[src/rtl/core/radix_digits_to_fixed_point_macros.svh]
// Assertion helpers for the radix converter.
`ifndef RADIX_DIGITS_TO_FIXED_POINT_MACROS_SVH
`define RADIX_DIGITS_TO_FIXED_POINT_MACROS_SVH

// Generic clocked check, disabled while reset is low.
`define RDFP_ASSERT_CLK(name, clk, rst_n, prop, msg) \
  name: assert property (@(posedge clk) disable iff (!rst_n) (prop)) else $error(msg);

// Check on the block clock and reset.
`define RDFP_ASSERT(name, prop, msg) \
  `RDFP_ASSERT_CLK(name, clk_i, rst_ni, prop, msg)

`endif

[src/rtl/core/rdfp_pkg.sv]
package rdfp_pkg;

  // Default store widths.
  localparam int unsigned INT_BITS_DEF  = 32;
  localparam int unsigned FRAC_BITS_DEF = 32;

  // Result field widths.
  localparam int unsigned OUT_INT_W  = 32;
  localparam int unsigned OUT_FRAC_W = 32;

  // Radix register codes; the unused code behaves as hexadecimal.
  localparam logic [1:0] RADIX_BIN = 2'd0;
  localparam logic [1:0] RADIX_OCT = 2'd1;
  localparam logic [1:0] RADIX_HEX = 2'd2;

  // Characters.
  localparam logic [7:0] CHAR_DOT     = 8'h2E;
  localparam logic [7:0] CHAR_COMMA   = 8'h2C;
  localparam logic [7:0] CHAR_ZERO    = 8'h30;
  localparam logic [7:0] CHAR_ONE     = 8'h31;
  localparam logic [7:0] CHAR_SEVEN   = 8'h37;
  localparam logic [7:0] CHAR_NINE    = 8'h39;
  localparam logic [7:0] CHAR_UPPER_A = 8'h41;
  localparam logic [7:0] CHAR_UPPER_F = 8'h46;
  localparam logic [7:0] CHAR_LOWER_A = 8'h61;
  localparam logic [7:0] CHAR_LOWER_F = 8'h66;
  // Offsets that map a letter straight to its digit value (letter - 'A' + 10).
  localparam logic [7:0] UPPER_OFFSET = CHAR_UPPER_A - 8'd10;
  localparam logic [7:0] LOWER_OFFSET = CHAR_LOWER_A - 8'd10;

  typedef enum logic [2:0] {
    ST_OK        = 3'd0,
    ST_EDGE      = 3'd1,
    ST_EXTRA_SEP = 3'd2,
    ST_BAD_DIGIT = 3'd3,
    ST_OVERFLOW  = 3'd4
  } status_e;

  typedef struct packed {
    logic       valid;
    logic [3:0] value;
  } digit_t;

  // Bits per digit for a radix code.
  function automatic logic [2:0] digit_width(input logic [1:0] radix);
    case (radix)
      RADIX_BIN: digit_width = 3'd1;
      RADIX_OCT: digit_width = 3'd3;
      default:   digit_width = 3'd4;
    endcase
  endfunction

  // Decode one character in the given base.
  function automatic digit_t decode_digit(input logic [7:0] c, input logic [1:0] radix);
    digit_t     d;
    logic [7:0] diff;
    d    = '0;
    diff = c - CHAR_ZERO;
    case (radix)
      RADIX_BIN: begin
        d.valid = (c == CHAR_ZERO) || (c == CHAR_ONE);
        d.value = diff[3:0];
      end
      RADIX_OCT: begin
        d.valid = (c >= CHAR_ZERO) && (c <= CHAR_SEVEN);
        d.value = diff[3:0];
      end
      default: begin
        if (c >= CHAR_ZERO && c <= CHAR_NINE) begin
          d.valid = 1'b1;
          d.value = diff[3:0];
        end else if (c >= CHAR_UPPER_A && c <= CHAR_UPPER_F) begin
          diff    = c - UPPER_OFFSET;
          d.valid = 1'b1;
          d.value = diff[3:0];
        end else if (c >= CHAR_LOWER_A && c <= CHAR_LOWER_F) begin
          diff    = c - LOWER_OFFSET;
          d.valid = 1'b1;
          d.value = diff[3:0];
        end
      end
    endcase
    return d;
  endfunction

  // Keep the smallest nonzero status code.
  function automatic status_e raise_status(input status_e cur, input status_e code);
    if (cur == ST_OK || code < cur) begin
      return code;
    end
    return cur;
  endfunction

endpackage

[src/rtl/core/radix_digits_to_fixed_point.sv]
// Converts a base 2, 8 or 16 number string, one ASCII character per item, into an
// unsigned fixed-point value (INT_BITS integer bits, FRAC_BITS fraction bits) plus
// a status code. The block takes one character per clock cycle while its input is
// not stalled; the whole per-character update (digit decode, integer shift-and-OR,
// fraction place through a small barrel shifter) settles into the number registers.
// The character flagged last produces one result item in the output register on
// the following cycle, and the number state is cleared at the same time, so the
// next number may start right away. Input is stalled only while a result sits in
// the output register and the consumer is stalling it. Write the base register
// only while no number is in progress.
`include "radix_digits_to_fixed_point_macros.svh"

module radix_digits_to_fixed_point
  import rdfp_pkg::*;
#(
  parameter int unsigned INT_BITS  = INT_BITS_DEF,
  parameter int unsigned FRAC_BITS = FRAC_BITS_DEF
) (
  input  logic                  clk_i,
  input  logic                  rst_ni,
  // base register write
  input  logic                  cfg_valid_i,
  output logic                  cfg_ready_o,
  input  logic [1:0]            cfg_radix_code_i,
  // character items
  input  logic                  in_valid_i,
  output logic                  in_stall_o,
  input  logic [7:0]            char_code_i,
  input  logic                  last_char_i,
  // result items
  output logic                  out_valid_o,
  input  logic                  out_stall_i,
  output logic [OUT_INT_W-1:0]  int_value_o,
  output logic [OUT_FRAC_W-1:0] frac_value_o,
  output logic [2:0]            status_o
);

  localparam int unsigned POS_W = $clog2(FRAC_BITS + 1);
  localparam int unsigned EXT_W = FRAC_BITS + 4;

  logic [1:0]           radix_q;
  logic [INT_BITS-1:0]  int_acc_q, int_acc_d;
  logic [FRAC_BITS-1:0] frac_acc_q, frac_acc_d;
  logic [POS_W-1:0]     pos_q, pos_d;
  logic                 seen_sep_q, seen_sep_d;
  logic                 first_q, first_d;
  status_e              pend_q, pend_d;

  logic                  out_valid_q;
  logic [OUT_INT_W-1:0]  out_int_q;
  logic [OUT_FRAC_W-1:0] out_frac_q;
  status_e               out_status_q;

  logic                 in_acc;
  logic                 is_sep;
  digit_t               dig;
  logic [2:0]           width;
  logic                 int_ovf;
  logic [3:0]           dig_aligned;
  logic [EXT_W-1:0]     frac_ext;
  logic [EXT_W-1:0]     frac_shift;
  logic [POS_W:0]       pos_sum;
  logic [OUT_INT_W-1:0]  res_int;
  logic [OUT_FRAC_W-1:0] res_frac;

  assign cfg_ready_o = 1'b1;
  assign in_stall_o  = out_valid_q && out_stall_i;
  assign in_acc      = in_valid_i && !in_stall_o;

  // Base register.
  always_ff @(posedge clk_i or negedge rst_ni) begin
    if (!rst_ni) begin
      radix_q <= RADIX_BIN;
    end else if (cfg_valid_i && cfg_ready_o) begin
      radix_q <= cfg_radix_code_i;
    end
  end

  // Per-character update of the number state.
  always_comb begin
    width       = digit_width(radix_q);
    is_sep      = (char_code_i == CHAR_DOT) || (char_code_i == CHAR_COMMA);
    dig         = decode_digit(char_code_i, radix_q);
    // left-justify the digit in four bits, first fraction bit at the top
    dig_aligned = dig.value << (3'd4 - width);
    frac_ext    = {dig_aligned, {FRAC_BITS{1'b0}}};
    frac_shift  = frac_ext >> pos_q;
    pos_sum     = {1'b0, pos_q} + (POS_W + 1)'(width);

    case (width)
      3'd1:    int_ovf = int_acc_q[INT_BITS-1];
      3'd3:    int_ovf = |int_acc_q[INT_BITS-1 -: 3];
      default: int_ovf = |int_acc_q[INT_BITS-1 -: 4];
    endcase

    int_acc_d  = int_acc_q;
    frac_acc_d = frac_acc_q;
    pos_d      = pos_q;
    seen_sep_d = seen_sep_q;
    pend_d     = pend_q;

    if (is_sep) begin
      if (first_q || last_char_i) begin
        pend_d = raise_status(pend_d, ST_EDGE);
      end
      if (seen_sep_q) begin
        pend_d = raise_status(pend_d, ST_EXTRA_SEP);
      end
      seen_sep_d = 1'b1;
    end else if (!dig.valid) begin
      pend_d = raise_status(pend_d, ST_BAD_DIGIT);
    end else if (!seen_sep_q) begin
      if (int_ovf) begin
        int_acc_d = '1;
        pend_d    = raise_status(pend_d, ST_OVERFLOW);
      end else begin
        case (width)
          3'd1:    int_acc_d = {int_acc_q[INT_BITS-2:0], dig.value[0]};
          3'd3:    int_acc_d = {int_acc_q[INT_BITS-4:0], dig.value[2:0]};
          default: int_acc_d = {int_acc_q[INT_BITS-5:0], dig.value};
        endcase
      end
    end else begin
      // bits past the store fall off the low end of the shifted digit
      frac_acc_d = frac_acc_q | frac_shift[EXT_W-1:4];
      if (pos_sum > (POS_W + 1)'(FRAC_BITS)) begin
        pos_d = POS_W'(FRAC_BITS);
      end else begin
        pos_d = pos_sum[POS_W-1:0];
      end
    end
    first_d = 1'b0;
  end

  // Result values: zero on the format errors.
  always_comb begin
    res_int  = OUT_INT_W'(int_acc_d);
    res_frac = OUT_FRAC_W'(frac_acc_d);
    if (pend_d == ST_EDGE || pend_d == ST_EXTRA_SEP || pend_d == ST_BAD_DIGIT) begin
      res_int  = '0;
      res_frac = '0;
    end
  end

  // Advance number state; clear it after the last character.
  always_ff @(posedge clk_i or negedge rst_ni) begin
    if (!rst_ni) begin
      int_acc_q  <= '0;
      frac_acc_q <= '0;
      pos_q      <= '0;
      seen_sep_q <= 1'b0;
      first_q    <= 1'b1;
      pend_q     <= ST_OK;
    end else if (in_acc) begin
      if (last_char_i) begin
        int_acc_q  <= '0;
        frac_acc_q <= '0;
        pos_q      <= '0;
        seen_sep_q <= 1'b0;
        first_q    <= 1'b1;
        pend_q     <= ST_OK;
      end else begin
        int_acc_q  <= int_acc_d;
        frac_acc_q <= frac_acc_d;
        pos_q      <= pos_d;
        seen_sep_q <= seen_sep_d;
        first_q    <= first_d;
        pend_q     <= pend_d;
      end
    end
  end

  // Output register valid: load on the last character, drop when taken.
  always_ff @(posedge clk_i or negedge rst_ni) begin
    if (!rst_ni) begin
      out_valid_q <= 1'b0;
    end else if (in_acc && last_char_i) begin
      out_valid_q <= 1'b1;
    end else if (out_valid_q && !out_stall_i) begin
      out_valid_q <= 1'b0;
    end
  end

  // Output register payload.
  always_ff @(posedge clk_i) begin
    if (in_acc && last_char_i) begin
      out_int_q    <= res_int;
      out_frac_q   <= res_frac;
      out_status_q <= pend_d;
    end
  end

  assign out_valid_o  = out_valid_q;
  assign int_value_o  = out_int_q;
  assign frac_value_o = out_frac_q;
  assign status_o     = out_status_q;

  `RDFP_ASSERT(a_last_gives_result, (in_acc && last_char_i) |=> out_valid_q, "last character gave no result")
  `RDFP_ASSERT(a_clear_after_last, (in_acc && last_char_i) |=> (first_q && !seen_sep_q && pos_q == '0 && int_acc_q == '0 && pend_q == ST_OK), "number state not cleared after last character")
  `RDFP_ASSERT(a_pos_bounded, pos_q <= POS_W'(FRAC_BITS), "fraction position past store width")
  `RDFP_ASSERT(a_error_zero, (out_valid_q && (out_status_q == ST_EDGE || out_status_q == ST_EXTRA_SEP || out_status_q == ST_BAD_DIGIT)) |-> (out_int_q == '0 && out_frac_q == '0), "format error result not zero")
  `RDFP_ASSERT(a_ovf_saturated, (out_valid_q && out_status_q == ST_OVERFLOW) |-> (out_int_q == OUT_INT_W'({INT_BITS{1'b1}})), "overflow result not saturated")

endmodule
[config.mk]
export PLATFORM = sky130hd
export DESIGN_NAME = radix_digits_to_fixed_point
export DESIGN_NICKNAME = d
export VERILOG_FILES = /design/src/rtl/core/rdfp_pkg.sv /design/src/rtl/core/radix_digits_to_fixed_point.sv
export VERILOG_INCLUDE_DIRS = /design/src /design/src/rtl/core
export SDC_FILE = /design/constraint.sdc
export NUM_CORES = 1
export LEC_CHECK = 0
export BUFFER_PORTS_ARGS = -buffer_cell sky130_fd_sc_hd__buf_2
export CAP_MARGIN = 20
export CORE_ASPECT_RATIO = 1.75
export CORE_UTILIZATION = 53
export CTS_BUF_LIST = sky130_fd_sc_hd__clkbuf_16
export CTS_CLUSTER_DIAMETER = 150
export DETAILED_ROUTE_END_ITERATION = 7
export PLACE_DENSITY = 0.76
export SLEW_MARGIN = 20
export SYNTH_ARGS = -nofsm -noshare
export SYNTH_HDL_FRONTEND = slang
export SYNTH_SLANG_ARGS = --single-unit
[constraint.sdc]
create_clock -name clk_i -period 3.8 [get_ports clk_i]
set_clock_uncertainty 0.2 [all_clocks]
set_input_delay 0.76 -clock clk_i [delete_from_list [all_inputs] [get_ports clk_i]]
set_output_delay 0.76 -clock clk_i [all_outputs]
set_load 0.005 [all_outputs]
# ---- After elaboration in Yosys (flattened, before gate mapping)
# Cells that the tools add are included.
dict set report classes {
  n_reduce_logical 30
  n_div 0
  order_cmp 12
  n_bitwise 1
  n_addsub 5
  n_shift 2
  mux 56
  eq_ne 11
  multipliers 0
}
# op count
set ops {}
lappend ops {{32-bit two-way mux} 9}
lappend ops {{32-bit case mux with 2 select lines} 1}
lappend ops {{3-bit two-way mux} 16}
lappend ops {{36-bit by 6-bit >> shifter with 36-bit output} 1}
lappend ops {{8-bit by 6-bit == test with 1-bit output, second input constant} 4}
lappend ops {{32-bit bitwise OR} 1}
lappend ops {{6-bit two-way mux} 5}
lappend ops {{1-bit two-way mux} 19}
lappend ops {{8-bit by 7-bit greater-or-equal comparator with 1-bit output, second input constant} 2}
lappend ops {{8-bit by 6-bit <= comparator with 1-bit output, second input constant} 2}
lappend ops {{8-bit by 7-bit <= comparator with 1-bit output, second input constant} 2}
lappend ops {{5-bit two-way mux} 3}
lappend ops {{5-bit case mux with 2 select lines} 1}
lappend ops {{3-bit by 2-bit == test with 1-bit output, second input constant} 3}
lappend ops {{1-bit logical OR} 9}
lappend ops {{8-bit by 6-bit greater-or-equal comparator with 1-bit output, second input constant} 1}
lappend ops {{1-bit logical AND} 8}
lappend ops {{2-bit nonzero test} 4}
lappend ops {{4-bit by 3-bit subtractor with 4-bit output, second input constant} 2}
lappend ops {{6-bit by 3-bit adder with 7-bit output} 1}
lappend ops {{7-bit by 6-bit greater-than comparator with 1-bit output, second input constant} 1}
lappend ops {{3-bit by 1-bit == test with 1-bit output, second input constant} 2}
lappend ops {{3-bit zero test} 2}
lappend ops {{2-bit by 3-bit less-than comparator with 1-bit output, first input constant} 2}
lappend ops {{15 further kinds} 16}
dict set report totals {
  romBits 0
  ramBits 0
  input_bits 16
  out_inout_bits 70
  memories 0
  latch_bits 0
  regBits 145
  wordCells 128
}

# ---- Longest topological paths before layout
# Gate-level depths: netlist of run 1.
dict set report depth {
  ltp_word 19
  depth_mapped 12
}

# ---- Worst setup path after synthesis of run 1
# No wires, ideal clock.
dict set report synth_timing {
  kind {input-to-reg}
  start {input out_stall_i}
  end {register out_frac_q[0] (netlist: frac_value_o[0]) (enable)}
  arrival_time_ps 3468
  stages 6
  n_path_buf 2
  setup_slack_ps -326
  cell_sequence {nand2_1 > and2_1 > clkbuf_1 > nand2_1 > inv_1 > clkbuf_1}
}
dict set report synth_via {
  elab_chain_len 4
}
# element line
set synth_lines {}
lappend synth_lines {{start, declared} radix_digits_to_fixed_point.sv:32} ;# input logic out_stall_i,
lappend synth_lines {{1-bit logical AND} radix_digits_to_fixed_point.sv:67} ;# assign in_stall_o = out_valid_q && out_stall_i;
lappend synth_lines {{1-bit zero test} radix_digits_to_fixed_point.sv:68} ;# assign in_acc = in_valid_i && !in_stall_o;
lappend synth_lines {{1-bit logical AND} radix_digits_to_fixed_point.sv:68}
lappend synth_lines {{1-bit logical AND} radix_digits_to_fixed_point.sv:186} ;# if (in_acc && last_char_i) begin
lappend synth_lines {{end signal, assigned} radix_digits_to_fixed_point.sv:188} ;# out_frac_q <= res_frac;
lappend synth_lines {{end, declared} radix_digits_to_fixed_point.sv:51} ;# logic [OUT_FRAC_W-1:0] out_frac_q;
# Every way passes these cells.
# A chain may end at the register's enable or synchronous reset.

# ---- Final worst setup path of run 1
dict set report layout_timing {
  start {input char_code_i[1]}
  end {register out_frac_q[12] (netlist: frac_value_o[12]), data pin}
}
dict set report layout_via {
  elab_chain_len 12
  elab_cells_between_ends 37
  classes_between {3 x add/sub; 7 x order compare; 7 x eq/ne; 2 x shift; 9 x mux; 1 x bitwise; 8 x reduce/logical}
}
# element line
set layout_lines {}
lappend layout_lines {{start, declared} radix_digits_to_fixed_point.sv:28} ;# input logic [7:0] char_code_i,
lappend layout_lines {{8-bit by 7-bit greater-or-equal comparator with 1-bit output or 8-bit by 7-bit <= comparator with 1-bit output (tied branches)} rdfp_pkg.sv:76} ;# end else if (c >= CHAR_LOWER_A && c <= CHAR_LOWER_F) begin
lappend layout_lines {{1-bit logical AND} rdfp_pkg.sv:76}
lappend layout_lines {{5-bit two-way mux} rdfp_pkg.sv:76}
lappend layout_lines {{5-bit two-way mux} rdfp_pkg.sv:72} ;# end else if (c >= CHAR_UPPER_A && c <= CHAR_UPPER_F) begin
lappend layout_lines {{5-bit two-way mux} rdfp_pkg.sv:69} ;# if (c >= CHAR_ZERO && c <= CHAR_NINE) begin
lappend layout_lines {{5-bit case mux with 2 select lines} rdfp_pkg.sv:59} ;# case (radix)
lappend layout_lines {{4-bit by 3-bit left shift with 4-bit output} radix_digits_to_fixed_point.sv:85} ;# dig_aligned = dig.value << (3'd4 - width);
lappend layout_lines {{36-bit by 6-bit >> shifter with 36-bit output} radix_digits_to_fixed_point.sv:87} ;# frac_shift = frac_ext >> pos_q;
lappend layout_lines {{32-bit bitwise OR} radix_digits_to_fixed_point.sv:125} ;# frac_acc_d = frac_acc_q | frac_shift[EXT_W-1:4];
lappend layout_lines {{32-bit two-way mux} radix_digits_to_fixed_point.sv:112} ;# end else if (!seen_sep_q) begin
lappend layout_lines {{32-bit two-way mux} radix_digits_to_fixed_point.sv:110} ;# end else if (!dig.valid) begin
lappend layout_lines {{32-bit two-way mux} radix_digits_to_fixed_point.sv:102} ;# if (is_sep) begin
# Parallel ways exist; a longest one is shown, timed or not.

==> results of run 1 <==
report_power, final:
| part | switching [µW] | internal (µW) | leakage [µW] | total (µW) |
|---|---|---|---|---|
| logic | 489 | 361 | 0.00192 | 849 |
| clock network | 684 | 838 | 0.000259 | 1520 |
| registers | 204 | 1780 | 0.00171 | 1990 |
registers in the layout, indices dropped and copies added, names as in the netlist, 2 cells and up:
register and cells:
frac_acc_q 32, frac_value_o 32, int_acc_q 32, int_value_o 32, pos_q 6, pend_q 3, status_o 3, radix_q 2
cell usage in the layout, fill, tap and decap left out, types with 9 or more instances in the layout:
master	Yosys	routed
nor3_1	15	15
buf_2	6	83
mux2i_1	28	28
nand2_1	85	85
mux2_2	26	26
a22oi_1	25	25
a31oi_1	10	10
o21ai_0	49	49
clkbuf_16	0	17
a311oi_2	19	19
buf_4	1	27
inv_1	16	15
nor2_1	129	128
and3_1	9	9
dfrtp_1	77	77
edfxtp_1	67	67
a21oi_1	58	57
final cells by class:
cell class	instances	area (µm²)	area share (%)
repair buffers	117	749.5	8.211
flip-flops and latches	145	3965	43.44
clock inverters	15	110.1	1.206
multi-input cells	567	3587	39.30
well taps	180	225.2	2.467
clock buffers	17	425.4	4.661
inverters	17	65.06	0.7128
worst register-to-register path: stages (launching register included):
cell and delay (ns):
dfrtp_1 0.64, inv_2 0.21, a2111oi_0 0.66, nor3_1 0.16
mux4_2 0.55, nor3_2 0.36, a21oi_1 0.13, nor2_1 0.12
path summary, 6_finish.rpt:
| kind | start | endpoint | slack (ns) | cells past startpoint |
|---|---|---|---|---|
| min in group clk_i | frac_acc_q[23] | frac_acc_q[23] | 0.30 | 1 |
| max reg2reg | radix_q[1] | frac_value_o[12] | 0.63 | 7 |
| min | rst_ni | int_acc_q[9] | 0.16 | 1 |
| max in group asynchronous | rst_ni | frac_acc_q[30] | 2.69 | 1 |
| max | char_code_i[1] | frac_value_o[12] | 0.48 | 10 |
| min reg2reg | frac_acc_q[23] | frac_acc_q[23] | 0.30 | 1 |
cell families after synthesis:
kind of cell	count (synthesis)	share of synthesized area [%]
compound gates	235	21.38
xor+xnor	2	0.2238
other cells	1	0.04789
fa+ha+maj	9	1.534
simple gates	265	14.73
mux	55	7.606
buf+inv	71	3.835
flops	145	50.64
through the flow:
step                setup WS (ns)  instance area (µm²)  power [µW]  hold slack, ns
floorplan                  0.5210                 7831        2571          0.2465
global placement           0.1254                 8588        2811          0.2667
detailed placement         0.1009                 8588        2847          0.2824
CTS                        0.5365                 9124        4366          0.2945
global route               0.2696                 9128        4565          0.2270
finish                     0.4820                 9128        4360          0.1587
metal layers:
| metal | global-route usage [%] | vias up | wire length [µm] |
|---|---|---|---|
| met3 | 4.855 | 76 | 1107 |
| met2 | 51.36 | 316 | 11140 |
| li1 | - | 3034 | - |
| met5 | 0 | - | 0 |
| met4 | 15.87 | 0 | 1027 |
| met1 | 30.82 | 3222 | 7102 |
==> implementation parameters, run 1 <==
Parameter                              Value

Power and ir drop
  Leak pwr ... 0.003891 µW
  Maximum VDD drop ... 0.3711 mV
  Power per cell area ... 477.7 nW/µm²

STA
  Final-report hold violation count ... 0
  Slew HR ... 48.21%
  Fmax ... 0.3014 GHz
  Transition time at the pin with the least slew margin ... 0.7700 ns
  Slew Limit Fails ... 0
  Setup Viol. Count Final ... 0
  Accumulated negative setup slack ... 0 ns
  Final critical-path share of the clock period ... 87.32%
  Unrepaired setup endpoints after global routing ... false
  Min Clock Period, post-route ... 3.318 ns

Outcome
  Run status ... completed

Yosys
  Area share of the largest cell type after synthesis ... 25.70%
  Cell taking the most area after synthesis ... edfxtp_1
  Number of warnings reported in the yosys synthesis log ... 0
  Average cell area after synthesis ... 10.00 µm²
  Async set or reset register ratio after synthesis ... 53.79%
  Most numerous cell in the Yosys netlist ... nor2_1
  Top area cells in the synthesized netlist ... edfxtp_1 26%, dfrtp_1 25%, nor2_1 6.2%
  Post-synth EDFFs ... 67
  Most frequent cells after synthesis ... 129 x nor2_1, 85 x nand2_1, 77 x dfrtp_1, 67 x edfxtp_1, 58 x a21oi_1
  Sequential cell area fraction in the yosys report ... 50.64%
  Yosys cell types ... 68
  Number of cells produced by synthesis ... 783
  Netlist area before placement ... 7830 µm²
  Flop and latch count out of synthesis ... 145
  Most used flip-flop cell after synthesis ... dfrtp_1
  Syn Nets ... 808

Die
  Core region area ... 14,370 µm²
  Rows ... 58
  Die span in x ... 93.88 µm
  Effective utilization at floorplan ... 54.49%
  Die ar. ... 15,280 µm²
  Die Height ... 162.8 µm
  Number of I/O pins ... 86

Clock network
  Maximum root-to-sink buffer count ... 2
  CTS Sinks ... 145
  Clock-pin transition on the worst setup and hold timing paths ... 0.06 ns
  Buffers inserted by post-CTS timing repair ... 0
  # resized after CTS ... 0
  Cts bufs inserted ... 17
  CTS tree ... done
  Insertion delay to the later sink of the worst-skew pair ... 0.42 ns
  Root buffer selected by CTS ... clkbuf_16
  Cts hold-fix bufs ... 0
  Total number of H-tree levels ... 4

Place
  Placer's final routability congestion estimate ... 0.9266
  Count of placed standard cells including taps ... 1,026
  IO buf count ... 84
  Final HPWL DP ... 14,250 µm

Critical path
  Worst-path cell chain ... buf_2 > inv_1 > ha_1 > o21bai_1 > a2111oi_0 > nor3_1 > mux4_2 > nor3_2 > a21oi_1 > nor2_1
  CP required ... 3.88 ns
  Worst setup path category ... input port to register
  Cell with the largest stage delay on the worst path ... a2111oi_0
  CP max FO ... 6
  CP Launch Type ... input port
  Number of buffers and inverters on the critical path ... 2
  Cell family with most CP delay ... compound AO/OA/AOI/OAI gates
  Critical path's largest stage delay ... 0.69 ns
  Setup crit end kind ... register
  Data arrival time at the worst-slack endpoint ... 3.39 ns

Finish
  FILL cells ... 1,174
  Net count reported at finish ... 890
  Fraction of final layout cells sized beyond drive strength 1 ... 24.72%
  Area delta synth->final ... 16.57%
  Non-filler cells in the finished layout ... 1,058
  Final Util ... 63.52%
  ANT cells ... 0

Detailed routing
  Count of antenna-violating nets left after detailed routing ... 0
  Number of design-rule violations left by the first detailed-router iteration ... 483
  Post-detailed-routing wire length ... 20,380 µm
  Via count normalized by instance count ... 6.284
  Post-detailed-route wirelength per cell ... 19.26 µm
  # DRC ... 0
  Total vias in the final route ... 6,648
  Length of the first detailed-routing pass in iterations ... 6

Global route
  First-pass GRT wire length ... 33,130 µm
  Overflow left after global routing ... 0
  Initial antenna violation count ... 0
  Pin count of the biggest net entering global routing ... 79
  Total global routing track utilization ... 28.45%
  Via count of the first global-routing pass ... 6,595

Job
  Max-capacitance violation count ... 0

Worst hold path
  Type of the worst min-delay path ... input port to asynchronous set/reset pin
Note: power is estimated with default switching activity, not from simulation.
==> run 2, diff against run 1 <==
--- a/config.mk
+++ b/config.mk
@@ -6,14 +6,15 @@
 export SDC_FILE = /design/constraint.sdc
 export NUM_CORES = 1
 export LEC_CHECK = 0
+export ABC_AREA = 1
 export BUFFER_PORTS_ARGS = -buffer_cell sky130_fd_sc_hd__buf_2
 export CAP_MARGIN = 20
 export CORE_ASPECT_RATIO = 1.75
-export CORE_UTILIZATION = 53
+export CORE_UTILIZATION = 59
 export CTS_BUF_LIST = sky130_fd_sc_hd__clkbuf_16
 export CTS_CLUSTER_DIAMETER = 150
 export DETAILED_ROUTE_END_ITERATION = 7
-export PLACE_DENSITY = 0.76
+export PLACE_DENSITY = 0.81
 export SLEW_MARGIN = 20
 export SYNTH_ARGS = -nofsm -noshare
 export SYNTH_HDL_FRONTEND = slang
==> constraint.sdc (replaced) <==
create_clock -name clk_i -period 3.4 [get_ports clk_i]
set_clock_uncertainty 0.2 [all_clocks]
set_input_delay 0.68 -clock clk_i [delete_from_list [all_inputs] [get_ports clk_i]]
set_output_delay 0.68 -clock clk_i [all_outputs]
set_load 0.005 [all_outputs]
==> implementation parameters, run 2 <==
Parameter                              Value

Outcome
  Run status ... completed

STA
  Fmax ... 0.3523 GHz
  Final-report hold violation count ... 0
  Accumulated negative setup slack ... 0 ns
  Slew HR ... 39.86%
  Min Clock Period, post-route ... 2.839 ns
  Unrepaired setup endpoints after global routing ... false
  Setup Viol. Count Final ... 0
  Transition time at the pin with the least slew margin ... 0.9011 ns
  Slew Limit Fails ... 0
  Worst Setup Slack, final ... 0.5613 ns
  Final critical-path share of the clock period ... 83.49%

Place
  IO buf count ... 84
  Placer's final routability congestion estimate ... 0.9743
  Final HPWL DP ... 12,230 µm
  Worst Setup Slack post-DPL ... 0.2304 ns

Clock network
  Root buffer selected by CTS ... clkbuf_16
  Buffers inserted by post-CTS timing repair ... 0
  Cts hold-fix bufs ... 0
  Maximum root-to-sink buffer count ... 2
  # resized after CTS ... 0
  Cts bufs inserted ... 17
  CTS Sinks ... 145
  Insertion delay to the later sink of the worst-skew pair ... 0.42 ns
  Total number of H-tree levels ... 4
  CTS tree ... done
  Clock-pin transition on the worst setup and hold timing paths ... 0.06 ns

Finish
  Area taken by flip-flops and latches ... 3965 µm²
  Area delta synth->final ... 15.40%
  Highest-count cells in the layout ignoring fill and taps ... 102 x inv_1, 87 x nand2_1, 83 x buf_2
  Most frequent standard cell in the layout excluding fill and tap cells ... inv_1
  Net count reported at finish ... 864
  Multi-input logic area ... 2639 µm²
  Final Util ... 69.58%
  ANT cells ... 0
  Fraction of final layout cells sized beyond drive strength 1 ... 17.84%
  FILL cells ... 905

Yosys
  Most numerous cell in the Yosys netlist ... inv_1
  Number of warnings reported in the yosys synthesis log ... 0
  Post-synth EDFFs ... 67
  Async set or reset register ratio after synthesis ... 53.79%
  Top area cells in the synthesized netlist ... edfxtp_1 28%, dfrtp_1 27%, o22ai_1 5.9%
  Most used flip-flop cell after synthesis ... dfrtp_1
  Sequential cell area fraction in the yosys report ... 54.79%
  Netlist area before placement ... 7237 µm²
  Yosys cell types ... 48
  Average cell area after synthesis ... 9.423 µm²
  Number of cells produced by synthesis ... 768
  Most frequent cells after synthesis ... 102 x inv_1, 87 x nand2_1, 77 x dfrtp_1, 70 x a21oi_1, 68 x o22ai_1
  Cell taking the most area after synthesis ... edfxtp_1
  Flop and latch count out of synthesis ... 145
  Syn Nets ... 793
  Area share of the largest cell type after synthesis ... 27.80%

Die
  Die span in x ... 85.72 µm
  Die ar. ... 12,730 µm²
  Number of I/O pins ... 86
  Effective utilization at floorplan ... 60.29%
  Rows ... 53
  Die Height ... 148.5 µm
  Core region area ... 12,000 µm²

Global route
  Initial antenna violation count ... 0
  First-pass GRT wire length ... 30,570 µm
  Total global routing track utilization ... 31.12%
  Pin count of the biggest net entering global routing ... 79
  Via count of the first global-routing pass ... 6,167
  Overflow left after global routing ... 0

Critical path
  CP Launch Type ... register
  Worst-path cell chain ... inv_1 > buf_4 > o21ai_0 > a21o_1 > a31oi_1 > nor2_1 > a31oi_1 > inv_1 > a21oi_4 > buf_12 > a21oi_1
  Setup crit end kind ... register
  Data arrival time at the worst-slack endpoint ... 2.80 ns
  Critical path's largest stage delay ... 0.48 ns
  CP max FO ... 64
  Worst setup path category ... register to register
  CP required ... 3.36 ns
  Cell with the largest stage delay on the worst path ... dfrtp_1

Job
  Max-capacitance violation count ... 0

Detailed routing
  Total vias in the final route ... 6,282
  Post-detailed-route wirelength per cell ... 18.42 µm
  Via count normalized by instance count ... 6.177
  Length of routed met3 wiring ... 1017 µm
  # DRC ... 0
  Post-detailed-routing wire length ... 18,730 µm
  Number of design-rule violations left by the first detailed-router iteration ... 529
  Met2 routed WL ... 10,280 µm
  Length of the first detailed-routing pass in iterations ... 5
  Count of antenna-violating nets left after detailed routing ... 0
  Routed length on met1 ... 6546 µm
  Highest routed metal layer ... met4

Power and ir drop
  Power per cell area ... 571.4 nW/µm²
  Sw frac ... 30.03%
  Net switching power ... 1433 µW
  Internal power consumption ... 3339 µW
  Relative contribution of sequential cells to total power ... 43.2%
  Maximum VDD drop ... 0.4157 mV
  Leak pwr ... 0.003384 µW
  Clk network pwr share ... 38.7%
  Share of total power in combinational logic ... 18.1%

Worst hold path
  Type of the worst min-delay path ... input port to asynchronous set/reset pin
## run 2: final cells by class
| type | count | area share (%) |
|---|---|---|
| clock inverter | 15 | 1.888 |
| sequential | 145 | 47.48 |
| timing repair buffer | 98 | 6.667 |
| tap | 165 | 2.472 |
| inverter | 107 | 4.809 |
| multi-input combinational | 470 | 31.60 |
| clock buffer | 17 | 5.094 |
## run 2: metal layers
| layer | vias to the layer above | GRT usage, % |
|---|---|---|
| met5 | - | 0 |
| met4 | 0 | 16.75 |
| met3 | 78 | 4.495 |
| met2 | 334 | 57.52 |
| met1 | 3005 | 33.67 |
| li1 | 2865 | - |
## run 2: cell families (layout without fill, tap and decap cells)
group	after synthesis	after routing	synth area share [%]
XOR/XNOR	3	3	0.3631
adder cells (fa/ha/maj)	9	9	1.660
AND/OR/NAND/NOR	222	222	14.57
buffers and inverters	153	237	8.887
AO/OA/AOI/OAI	235	235	19.67
other	1	1	0.05182
flip-flops	145	145	54.79
## run 2: power groups by stage
stage / Sequential [µW] / Combinational, µW / Clock, µW
after floorplan: 2070 / 605 / 0
after global placement: 2080 / 806 / 0
after detailed placement: 2080 / 836 / 0
after CTS: 2060 / 847 / 1850
after global routing: 2070 / 940 / 1930
final: 2060 / 866 / 1850
## run 2: final timing paths
kind,slack (ns),end,start,cells past startpoint
worst max-delay path,0.56,frac_value_o[19],radix_q[1],11
worst min-delay path,0.07,frac_acc_q[20],rst_ni,1
worst max register to register,0.56,frac_value_o[19],radix_q[1],11
worst min register to register,0.30,first_q,first_q,2
max in group asynchronous,2.36,int_acc_q[29],rst_ni,1
min in group clk_i,0.28,radix_q[1],cfg_radix_code_i[1],3
## run 2: per-stage QoR
| step | total power (µW) | cell area [µm²] | hold slack [ns] | std cells |
|---|---|---|---|---|
| 2_1_floorplan | 2677 | 7244 | 0.1844 | 768 |
| 3_3_place_gp | 2884 | 7765 | 0.2572 | 985 |
| 3_5_place_dp | 2921 | 7765 | 0.2669 | 985 |
| 4_1_cts | 4750 | 8348 | 0.2704 | 1017 |
| 5_1_grt | 4940 | 8352 | 0.1519 | 1017 |
| 6_report | 4772 | 8352 | 0.06652 | 1017 |
## run 2: critical path, delay by kind of cell, from the launching register on
family	cells	cell delay, ns
flip-flops	1	0.48
AO/OA/AOI/OAI	6	0.91
AND/OR/NAND/NOR	1	0.06
buffers and inverters	4	0.88
==> run 3, diff against run 2 <==
--- a/config.mk
+++ b/config.mk
@@ -6,7 +6,7 @@
 export SDC_FILE = /design/constraint.sdc
 export NUM_CORES = 1
 export LEC_CHECK = 0
-export ABC_AREA = 1
+export ABC_AREA = 0
 export BUFFER_PORTS_ARGS = -buffer_cell sky130_fd_sc_hd__buf_2
 export CAP_MARGIN = 20
 export CORE_ASPECT_RATIO = 1.75
@@ -14,7 +14,7 @@
 export CTS_BUF_LIST = sky130_fd_sc_hd__clkbuf_16
 export CTS_CLUSTER_DIAMETER = 150
 export DETAILED_ROUTE_END_ITERATION = 7
-export PLACE_DENSITY = 0.81
+export PLACE_DENSITY = 0.8
 export SLEW_MARGIN = 20
 export SYNTH_ARGS = -nofsm -noshare
 export SYNTH_HDL_FRONTEND = slang
==> constraint.sdc (replaced) <==
create_clock -name clk_i -period 2.9 [get_ports clk_i]
set_clock_uncertainty 0.2 [all_clocks]
set_input_delay 0.58 -clock clk_i [delete_from_list [all_inputs] [get_ports clk_i]]
set_output_delay 0.58 -clock clk_i [all_outputs]
set_load 0.005 [all_outputs]
==> implementation parameters, run 3 (synthesis results as in run 1) <==
Parameter                              Value

Outcome
  Run status ... completed

Finish
  ANT cells ... 0
  Area delta synth->final ... 25.84%
  Net count reported at finish ... 958
  Highest-count cells in the layout ignoring fill and taps ... 126 x nor2_1, 88 x buf_4, 85 x nand2_1
  Fraction of final layout cells sized beyond drive strength 1 ... 33.19%
  Non-filler cells in the finished layout ... 1,117
  FILL cells ... 890
  Most frequent standard cell in the layout excluding fill and tap cells ... nor2_1

STA
  Transition time at the pin with the least slew margin ... 0.7171 ns
  Final-report hold violation count ... 0
  Setup Viol. Count Final ... 0
  Min Clock Period, post-route ... 2.886 ns
  Worst Setup Slack, final ... 0.01391 ns
  Slew HR ... 52.08%
  Final critical-path share of the clock period ... 99.52%
  Slew Limit Fails ... 0
  Fmax ... 0.3465 GHz

Detailed routing
  # DRC ... 0
  Highest routed metal layer ... met4
  Post-detailed-routing wire length ... 22,780 µm
  Routed length on met1 ... 7646 µm
  Met2 routed WL ... 12,410 µm
  Length of routed met3 wiring ... 1368 µm
  Count of antenna-violating nets left after detailed routing ... 0
  Total vias in the final route ... 7,187
  Via count normalized by instance count ... 6.434
  Number of design-rule violations left by the first detailed-router iteration ... 537
  Length of the first detailed-routing pass in iterations ... 7
  Post-detailed-route wirelength per cell ... 20.40 µm

Global route
  Via count of the first global-routing pass ... 7,227
  First-pass GRT wire length ... 36,030 µm
  Initial antenna violation count ... 0
  Pin count of the biggest net entering global routing ... 51
  Total global routing track utilization ... 34.72%
  Overflow left after global routing ... 0

Critical path
  CP Launch Type ... input port
  Worst setup path category ... input port to register
  Data arrival time at the worst-slack endpoint ... 2.97 ns
  CP max FO ... 4
  CP required ... 2.98 ns
  Setup crit end kind ... register

Place
  Placer's final routability congestion estimate ... 0.9584
  Count of placed standard cells including taps ... 1,078
  Worst Setup Slack post-DPL ... -0.5969 ns
  IO buf count ... 84
  Final HPWL DP ... 15,520 µm

Die
  Core region area ... 12,940 µm²
  Die Height ... 154.4 µm
  Rows ... 55
  Die span in x ... 89.09 µm
  Number of I/O pins ... 86
  Effective utilization at floorplan ... 60.52%
  Die ar. ... 13,750 µm²

Clock network
  Maximum root-to-sink buffer count ... 2
  CTS Sinks ... 145
  Clock-pin transition on the worst setup and hold timing paths ... 0.06 ns
  Total number of H-tree levels ... 4
  Cts bufs inserted ... 17
  Root buffer selected by CTS ... clkbuf_16
  Insertion delay to the later sink of the worst-skew pair ... 0.42 ns
  CTS tree ... done

Power and ir drop
  Power per cell area ... 597.7 nW/µm²
  Total chip power ... 5890 µW
  Leak pwr ... 0.004261 µW
  Maximum VDD drop ... 0.4405 mV

Job
  Max-capacitance violation count ... 0

Worst hold path
  Type of the worst min-delay path ... input port to register
-- run 3: path summary, 6_finish.rpt --
check	endpoint	slack (ns)	startpoint	cells after the start
setup / recovery	frac_value_o[28]	0.01	char_code_i[7]	10
hold / removal	radix_q[1]	0.19	cfg_valid_i	2
setup reg to reg	frac_value_o[25]	0.19	radix_q[1]	9
hold reg to reg	first_q	0.30	first_q	2
max in group asynchronous	radix_q[1]	1.40	rst_ni	3
min in group asynchronous	int_acc_q[10]	0.46	rst_ni	2
-- run 3: report_power, final --
part	total, µW	internal (µW)	switching (µW)
sequential	2600	2340	265
clock	2040	1120	924
combinational	1250	537	710
-- run 3: metal layers --
layer / track usage (%) / vias to the layer above
met5: 0 / -
met4: 21.09 / 0
met3: 5.336 / 126
met2: 62.20 / 418
met1: 37.01 / 3467
li1: - / 3176
-- run 3: critical path: stages --
cell     delay (ns)
buf_2          0.12
or4b_4         0.62
nor3_4         0.32
buf_6          0.17
o21ai_4        0.05
mux4_2         0.59
nor3_4         0.20
buf_6          0.15
a21oi_2        0.05
nor2_1         0.11
-- run 3: area by class of cell --
| type | instances | area, µm² | area share, % |
|---|---|---|---|
| clock inverters | 15 | 123.9 | 1.257 |
| flip-flops and latches | 145 | 3966 | 40.25 |
| multi-input cells | 567 | 3765 | 38.21 |
| clock buffers | 17 | 425.4 | 4.317 |
| inverters | 17 | 65.06 | 0.6603 |
| well taps | 171 | 214.0 | 2.171 |
| repair buffers | 185 | 1294 | 13.13 |
-- run 3: what timing repair did --
item | CTS | global route
hold buffers | 1 | 0
endpoints found under the hold margin | 34 | 0
pin swaps | 1 | 15
resized for setup | 10 | 36
setup endpoints to repair | 17 | 84
buffers inserted | 2 | 4
-- run 3: through the flow --
step           utilization, %  instance area, µm²  hold slack [ns]   TNS, ns
2_1_floorplan               -                7865          0.08441    -2.206
3_3_place_gp            70.14                9074           0.2663    -27.94
3_5_place_dp            70.14                9074           0.2779    -34.55
4_1_cts                 74.95                9697           0.1828         0
5_1_grt                 76.16                9853           0.2009  -0.06526
6_report                76.16                9853           0.1859         0
